$ cat config.mk
export PLATFORM = sky130hd
export DESIGN_NAME = dot_code_pattern_cell
export DESIGN_NICKNAME = d
export VERILOG_FILES = /design/src/rtl/core/dcp_pkg.sv /design/src/rtl/core/dcp_dot_calc.sv /design/src/rtl/core/dot_code_pattern_cell.sv
export SDC_FILE = /design/constraint.sdc
export NUM_CORES = 1
export LEC_CHECK = 0
export ABC_AREA = 1
export BUFFER_PORTS_ARGS = -buffer_cell sky130_fd_sc_hd__buf_2
export CAP_MARGIN = 0
export CORE_UTILIZATION = 45
export CTS_CLUSTER_DIAMETER = 150
export CTS_CLUSTER_SIZE = 20
export DETAILED_ROUTE_END_ITERATION = 10
export SYNTH_ARGS = -nofsm -noshare
export SYNTH_HDL_FRONTEND = slang
export SYNTH_SLANG_ARGS = --single-unit
export TNS_END_PERCENT = 1
$ cat constraint.sdc
create_clock -name clk -period 8.4 [get_ports clk]
set_clock_uncertainty 0.1 [all_clocks]
set_input_delay 1.26 -clock clk [delete_from_list [all_inputs] [get_ports clk]]
set_output_delay 1.26 -clock clk [all_outputs]
set_load 0.03 [all_outputs]
$ cat src/rtl/core/dcp_pkg.sv
// dcp_pkg: types, constants and helper functions for the dot-code pattern cell
// used by dcp_dot_calc and dot_code_pattern_cell; no dependencies
package dcp_pkg;

    localparam int unsigned CELL_W   = 12;
    localparam int unsigned PITCH_W  = 8;
    localparam int unsigned CODE_W   = 16;
    localparam int unsigned PIX_W    = 20;
    localparam int unsigned CFG_IDX_W  = 2;
    localparam int unsigned CFG_DATA_W = 16;
    localparam int unsigned S_DATA_W = 24;
    localparam int unsigned M_DATA_W = 40;
    localparam int unsigned M_USER_W = 2;

    // highest cell coordinate that still draws
    localparam logic [15:0] MAX_CELL = 16'd4095;

    localparam logic [PITCH_W-1:0] PITCH_RESET = 8'd12;

    typedef enum logic [CFG_IDX_W-1:0] {
        REG_CODE_VALUE      = 2'd0,
        REG_CELL_PITCH      = 2'd1,
        REG_PLAIN_PARITY    = 2'd2,
        REG_HALF_RESOLUTION = 2'd3
    } cfg_reg_t;

    typedef struct packed {
        logic [CODE_W-1:0]  code_value;
        logic [PITCH_W-1:0] cell_pitch;
        logic               plain_parity;
        logic               half_resolution;
    } cfg_t;

    typedef struct packed {
        logic [CELL_W-1:0] cell_x;
        logic [CELL_W-1:0] cell_y;
        logic              blank;
    } cell_t;

    typedef struct packed {
        logic             draw;
        logic [PIX_W-1:0] dot_x;
        logic [PIX_W-1:0] dot_y;
        logic             dot_square;
    } dot_t;

    // 2-bit checksum, bit 1 inverted unless plain parity is set
    function automatic logic [1:0] checksum2(input logic [CODE_W-1:0] code,
                                             input logic plain);
        logic hi;
        logic lo;
        hi = code[2] ^ code[8] ^ code[12] ^ code[14];
        lo = code[0] ^ code[4] ^ code[6] ^ code[10];
        return {hi ^ ~plain, lo};
    endfunction

endpackage

$ cat src/rtl/core/dcp_dot_calc.sv
// dcp_dot_calc: maps one grid cell to its dot position and kind
// depends on dcp_pkg
module dcp_dot_calc
    import dcp_pkg::*;
(
    input  cfg_t  cfg,
    input  cell_t grid_cell,
    output dot_t  dot
);

    logic [1:0]       fx;
    logic [1:0]       fy;
    logic [3:0]       slot;
    logic [1:0]       digit;
    logic [PIX_W-1:0] base_x;
    logic [PIX_W-1:0] base_y;
    logic [PIX_W-1:0] off_x;
    logic [PIX_W-1:0] off_y;
    logic             out_of_grid;

    assign fx = grid_cell.cell_x[1:0];
    assign fy = grid_cell.cell_y[1:0];

    assign base_x = PIX_W'(grid_cell.cell_x) * PIX_W'(cfg.cell_pitch);
    assign base_y = PIX_W'(grid_cell.cell_y) * PIX_W'(cfg.cell_pitch);

    // data positions filled row by row from digit 7 down, checksum first
    assign slot = 4'd8 - ({2'b00, fx} - 4'd1) - ({2'b00, fy} - 4'd1) * 4'd3;

    always_comb
    begin
        if (slot == 4'd8)
        begin
            digit = checksum2(cfg.code_value, cfg.plain_parity);
        end
        else
        begin
            digit = cfg.code_value[{slot[2:0], 1'b0} +: 2];
        end
    end

    always_comb
    begin
        off_x = '0;
        off_y = '0;
        if (fx == 2'd0 && fy == 2'd2)
        begin
            // frame marker, one pixel right
            off_x = PIX_W'(1);
        end
        else if (fx != 2'd0 && fy != 2'd0)
        begin
            off_x = (digit == 2'd0 || digit == 2'd3) ? PIX_W'(2) : -PIX_W'(2);
            off_y = (digit == 2'd0 || digit == 2'd1) ? PIX_W'(2) : -PIX_W'(2);
        end
    end

    assign out_of_grid = ({4'b0000, grid_cell.cell_x} > MAX_CELL) ||
                         ({4'b0000, grid_cell.cell_y} > MAX_CELL);

    always_comb
    begin
        if (grid_cell.blank || out_of_grid)
        begin
            dot = '0;
        end
        else
        begin
            dot.draw       = 1'b1;
            dot.dot_x      = base_x + off_x;
            dot.dot_y      = base_y + off_y;
            dot.dot_square = ~cfg.half_resolution;
        end
    end

endmodule

$ cat src/rtl/core/dot_code_pattern_cell.sv
// dot_code_pattern_cell: top level of the dot-code pattern renderer
// depends on dcp_pkg and dcp_dot_calc
//
// usage:
//   s_* channel takes one grid cell per beat: s_tdata holds cell_x and
//   cell_y, s_tuser holds the blank flag.
//   m_* channel gives one dot per cell, in order: m_tdata holds dot_x and
//   dot_y, m_tuser holds draw and dot_square. A cell with no dot gives a
//   beat with draw low and all other fields zero.
//   cfg_we/cfg_index/cfg_wdata write the code, the pitch and the two mode
//   bits; write only while no cell is in flight.
// path: input beat to input register, then result register; one cell per
//   cycle while m_tready is high, with the single multiply-add stage between
//   the two registers.
// reset: both pipeline stages empty, registers at code 0, pitch 12,
//   parity inverted, 2x2 dots.
// stall: when m_tready is low the result register holds its beat and the
//   input register fills; s_tready drops only once both stages are full.
module dot_code_pattern_cell
    import dcp_pkg::*;
(
    input  logic                  clk,
    input  logic                  rst_n,
    input  logic                  s_tvalid,
    output logic                  s_tready,
    input  logic [S_DATA_W-1:0]   s_tdata,   // cell_x[11:0], cell_y[23:12]
    input  logic                  s_tuser,   // blank
    output logic                  m_tvalid,
    input  logic                  m_tready,
    output logic [M_DATA_W-1:0]   m_tdata,   // dot_x[19:0], dot_y[39:20]
    output logic [M_USER_W-1:0]   m_tuser,   // draw[0], dot_square[1]
    input  logic                  cfg_we,
    input  logic [CFG_IDX_W-1:0]  cfg_index,
    input  logic [CFG_DATA_W-1:0] cfg_wdata
);

    cfg_t  cfg_reg;
    cell_t cell_reg;
    logic  cell_vld_reg;
    dot_t  dot_reg;
    dot_t  dot_next;
    logic  dot_vld_reg;
    logic  out_free;

    always_ff @(posedge clk or negedge rst_n)
    begin
        if (!rst_n)
        begin
            cfg_reg.code_value      <= '0;
            cfg_reg.cell_pitch      <= PITCH_RESET;
            cfg_reg.plain_parity    <= 1'b0;
            cfg_reg.half_resolution <= 1'b0;
        end
        else if (cfg_we)
        begin
            case (cfg_reg_t'(cfg_index))
                REG_CODE_VALUE:      cfg_reg.code_value      <= cfg_wdata;
                REG_CELL_PITCH:      cfg_reg.cell_pitch      <= cfg_wdata[PITCH_W-1:0];
                REG_PLAIN_PARITY:    cfg_reg.plain_parity    <= cfg_wdata[0];
                REG_HALF_RESOLUTION: cfg_reg.half_resolution <= cfg_wdata[0];
                default: ;
            endcase
        end
    end

    assign out_free = !dot_vld_reg || m_tready;
    assign s_tready = !cell_vld_reg || out_free;

    // input register
    always_ff @(posedge clk or negedge rst_n)
    begin
        if (!rst_n)
        begin
            cell_vld_reg <= 1'b0;
        end
        else if (s_tready)
        begin
            cell_vld_reg <= s_tvalid;
        end
    end

    always_ff @(posedge clk)
    begin
        if (s_tready && s_tvalid)
        begin
            cell_reg.cell_x <= s_tdata[CELL_W-1:0];
            cell_reg.cell_y <= s_tdata[2*CELL_W-1:CELL_W];
            cell_reg.blank  <= s_tuser;
        end
    end

    dcp_dot_calc u_calc (
        .cfg       (cfg_reg),
        .grid_cell (cell_reg),
        .dot       (dot_next)
    );

    // result register
    always_ff @(posedge clk or negedge rst_n)
    begin
        if (!rst_n)
        begin
            dot_vld_reg <= 1'b0;
        end
        else if (out_free)
        begin
            dot_vld_reg <= cell_vld_reg;
        end
    end

    always_ff @(posedge clk)
    begin
        if (out_free && cell_vld_reg)
        begin
            dot_reg <= dot_next;
        end
    end

    assign m_tvalid = dot_vld_reg;
    assign m_tdata  = {dot_reg.dot_y, dot_reg.dot_x};
    assign m_tuser  = {dot_reg.dot_square, dot_reg.draw};

endmodule

==> impl_summary.log <==
[metrics] outcome: complete, no violations
[metrics] Critical Path AT: between 7 and 8 ns
[metrics] drt wl/cell: approximately 14 µm
[metrics] post-route antenna net violation count: 0
[metrics] hold path startpoint: cfg_reg[11]
[metrics] number of cells on the worst reg-to-reg path: 27
[metrics] library cells used by synthesis: 39
[metrics] Synth area leader: sky130_fd_sc_hd__fa_1
[metrics] commonest cells in the synthesized netlist: sky130_fd_sc_hd__nand2_1, sky130_fd_sc_hd__inv_1, sky130_fd_sc_hd__fa_1
[metrics] peak fanout along the critical path: 12
[metrics] total inserted antenna cells: 0
[metrics] largest net degree at the start of global routing: 43
[metrics] count of hold buffers inserted by post-cts repair: 0
[metrics] total count of hold-check failures in the final report: 0
[metrics] Worst-Skew Late Latency: about 0.37 ns
[metrics] WHS Endpoint: cfg_reg[11]
[metrics] Largest register FFs: 40
[metrics] Synth Cell Area: about 11000 µm²
[metrics] Worst path top cell family by delay: adder cells
[metrics] initial antenna violation count: 0
[metrics] Placed Cells: between 1500 and 2000
[metrics] Crit Reg-Reg Startpoint: cell_reg[1]
[metrics] sum of overflow across all layers after global routing: 0
[metrics] first-pass GRT wire length: between 40 and 50 mm
[metrics] setup TNS after final layout: 0 ns
[metrics] remaining design rule violation count: 0
[metrics] predominant post-synthesis flop cell: sky130_fd_sc_hd__edfxtp_1
[metrics] Rows: 57
[metrics] Slew Limit Headroom: ~29%
[metrics] compound-cell area share of the yosys netlist: 3.52%
[metrics] number of synthesized register bits: 95
[metrics] # resized after CTS: 0
[metrics] type of the setup path with the least slack: reg -> reg
[metrics] via density per instance: ~4.7
[metrics] share of the cycle needed by the critical path after routing: between 80% and 90%
[metrics] YS warnings: 0
[metrics] main combinational cell family by area after synthesis: adder cells
[metrics] total setup violations reported at the end of the flow: 0
[metrics] height of the die: between 150 and 200 µm
[metrics] post-synthesis xor/xnor area fraction: less than 1%
[metrics] portion of netlist area occupied by mux cells: less than 1%
[metrics] Die Wd: ~160 µm
[metrics] Setup crit end kind: flip-flop
[metrics] portion of the post-synthesis area used by sequential elements: between 20% and 30%
[metrics] ranking of synthesized cells by area: sky130_fd_sc_hd__fa_1, sky130_fd_sc_hd__edfxtp_1, sky130_fd_sc_hd__nand2_1
[metrics] most frequent cell after synthesis: sky130_fd_sc_hd__nand2_1
[metrics] Finished Layout Cells: around 1800
[metrics] Synth Area in Adders: between 30 and 40%
[metrics] number of enable-type register cells in the synthesized netlist: 67
[metrics] min-delay worst type: reg -> reg
[metrics] clock slew at the register clock pins of the worst setup and hold paths: 0.09 ns
[metrics] total track usage: 20.0%
[metrics] CTS Sinks: 95
[metrics] area of the die: 25900 µm²
[metrics] Period minus WS final: about 7.5 ns
[metrics] hold depth: 2
[metrics] proportion of synthesized flip-flops having asynchronous set or reset: a little under 30%
[metrics] routability congestion estimate from global placement: a little over 0.8
[metrics] final-stage net count: about 1800
[metrics] DP HPWL: roughly 19 mm
[metrics] Core Footprint: between 20000 and 25000 µm²
[metrics] initial cell density of the core: 46.3%
[metrics] number of levels the H-tree was split into: 3
[metrics] setup repair after global routing missed its margin: false
[metrics] synthesized instance count: 1409
[metrics] Port-buffer cells: slightly above 90
[metrics] Slew Limit Fails: 0
[metrics] buffers from clock root to sink, at most: 2
[metrics] R2R Setup Slk: 0.85 ns
[metrics] clock tree from TritonCTS: yes
[metrics] share of cells above drive strength 1: 9.83%
[metrics] post-detailed-routing wire length: ~24 mm
[metrics] average cell area after synthesis: 8.07 µm²
[metrics] slew of the pin with the lowest slew margin: 1.06 ns
[metrics] crit path max-delay cell type: sky130_fd_sc_hd__fa_1
[metrics] highest cell delay on the worst timing path: ~0.56 ns
[metrics] Detailed Route Iter0 Violations: 410
[metrics] peak clock frequency supported by timing: about 130 MHz
[metrics] number of nets produced by synthesis: ~1700
[metrics] vias in the first global route: roughly 9000
[metrics] end of the worst register-to-register path: m_tdata[16]
[metrics] iteration count of the initial detailed-routing pass: 6
[metrics] root cell of the clock tree: sky130_fd_sc_hd__clkbuf_16
[metrics] Maximum Capacitance Violations: 0
[metrics] Yosys top cell area share: 27.8%
[metrics] required arrival time at the worst endpoint: ~8.4 ns
[metrics] buffering stage count on the worst path with inverters included: 7
[metrics] area growth from synthesis to layout: 8.58%
[metrics] critical path launch point type: flip-flop
[metrics] io pins: 92
[metrics] number of buffers added by the clock tree synthesis step: 9
[metrics] Post-CTS Setup Inserts: 0
[metrics] via count of the routed design: about 8400
[metrics] area fraction in and, or, nand and nor cells after synthesis: between 10% and 20%
## worst max-delay path by stage
stage,from,endpoint,slack (ns),depth (start not counted)
floorplan,cell_reg[1],m_tdata[15],1.33,32
global placement,cell_reg[1],m_tdata[16],1.01,27
detailed placement,cell_reg[1],m_tdata[16],0.86,27
CTS,cell_reg[1],m_tdata[16],0.83,27
global route,cell_reg[1],m_tdata[14],0.29,30
finish,cell_reg[1],m_tdata[16],0.85,27
## cells in the final DEF, fill, tap and decap left out, types with 2 or more instances in the layout
cell type / instances
sky130_fd_sc_hd__inv_2: 7
sky130_fd_sc_hd__nor2_2: 3
sky130_fd_sc_hd__xnor2_1: 6
sky130_fd_sc_hd__inv_8: 3
sky130_fd_sc_hd__clkbuf_16: 9
sky130_fd_sc_hd__buf_2: 91
sky130_fd_sc_hd__nand2_2: 8
sky130_fd_sc_hd__edfxtp_1: 67
sky130_fd_sc_hd__a21oi_1: 34
sky130_fd_sc_hd__dfstp_2: 2
sky130_fd_sc_hd__fa_1: 158
sky130_fd_sc_hd__clkinv_8: 2
sky130_fd_sc_hd__nand2_1: 415
sky130_fd_sc_hd__mux2_2: 4
sky130_fd_sc_hd__nand3b_1: 5
sky130_fd_sc_hd__nor3_1: 5
sky130_fd_sc_hd__nand3_1: 29
sky130_fd_sc_hd__xor2_1: 3
sky130_fd_sc_hd__nor2_1: 58
sky130_fd_sc_hd__o21a_1: 2
sky130_fd_sc_hd__and2_1: 2
sky130_fd_sc_hd__o22ai_1: 2
sky130_fd_sc_hd__inv_1: 379
sky130_fd_sc_hd__nand3_2: 3
sky130_fd_sc_hd__o21ai_0: 31
sky130_fd_sc_hd__mux2_1: 4
sky130_fd_sc_hd__buf_4: 5
sky130_fd_sc_hd__ha_1: 86
sky130_fd_sc_hd__o21ai_1: 4
sky130_fd_sc_hd__dfrtp_1: 26
## cell type report
class                           instances  area [µm²]
Clock inverter                          7        83.8
Multi-Input combinational cell        871        6970
Tap cell                              324         405
Sequential cell                        95        2720
Inverter                              387        1450
Timing Repair Buffer                   96         493
Fill cell                            2394       12200
Clock buffer                            9         225
## layer usage
layer / global-route usage (%) / up-vias / wire, µm / share of wire (%)
met5: 0 / - / 0 / 0
met4: 6.82 / 0 / 582 / 2.4
met3: 2.12 / 33 / 503 / 2.1
met2: 37.6 / 120 / 12700 / 53
met1: 23.7 / 4066 / 10400 / 43
li1: - / 4189 / - / -
## worst register-to-register path, delay by kind of cell, from the launching register on
family	cells	cell delay, ns
DFF	1	0.54
adders and majority gates	10	4.34
AOI/OAI and AO/OA	2	0.32
buffers and inverters	7	1.06
and+or+nand+nor	8	0.92
## metrics by stage
step	hold WS (ns)	cell area [µm²]	util [%]	setup slack (ns)
after floorplan	0.347	11400	-	1.33
after global placement	0.371	12000	49.0	1.01
after detailed placement	0.381	12000	49.0	0.864
after CTS	0.399	12300	50.3	0.835
after global routing	0.430	12300	50.3	0.286
final	0.397	12300	50.3	0.851
## cell families after synthesis
logic type / count (synthesis)
compound gates: 77
xor+xnor: 9
fa+ha+maj: 244
buf+inv: 443
flops: 95
mux: 8
simple gates: 533
Power is not shown: default switching activity piles up to over one toggle a cycle in this logic, so the estimate is an artifact.
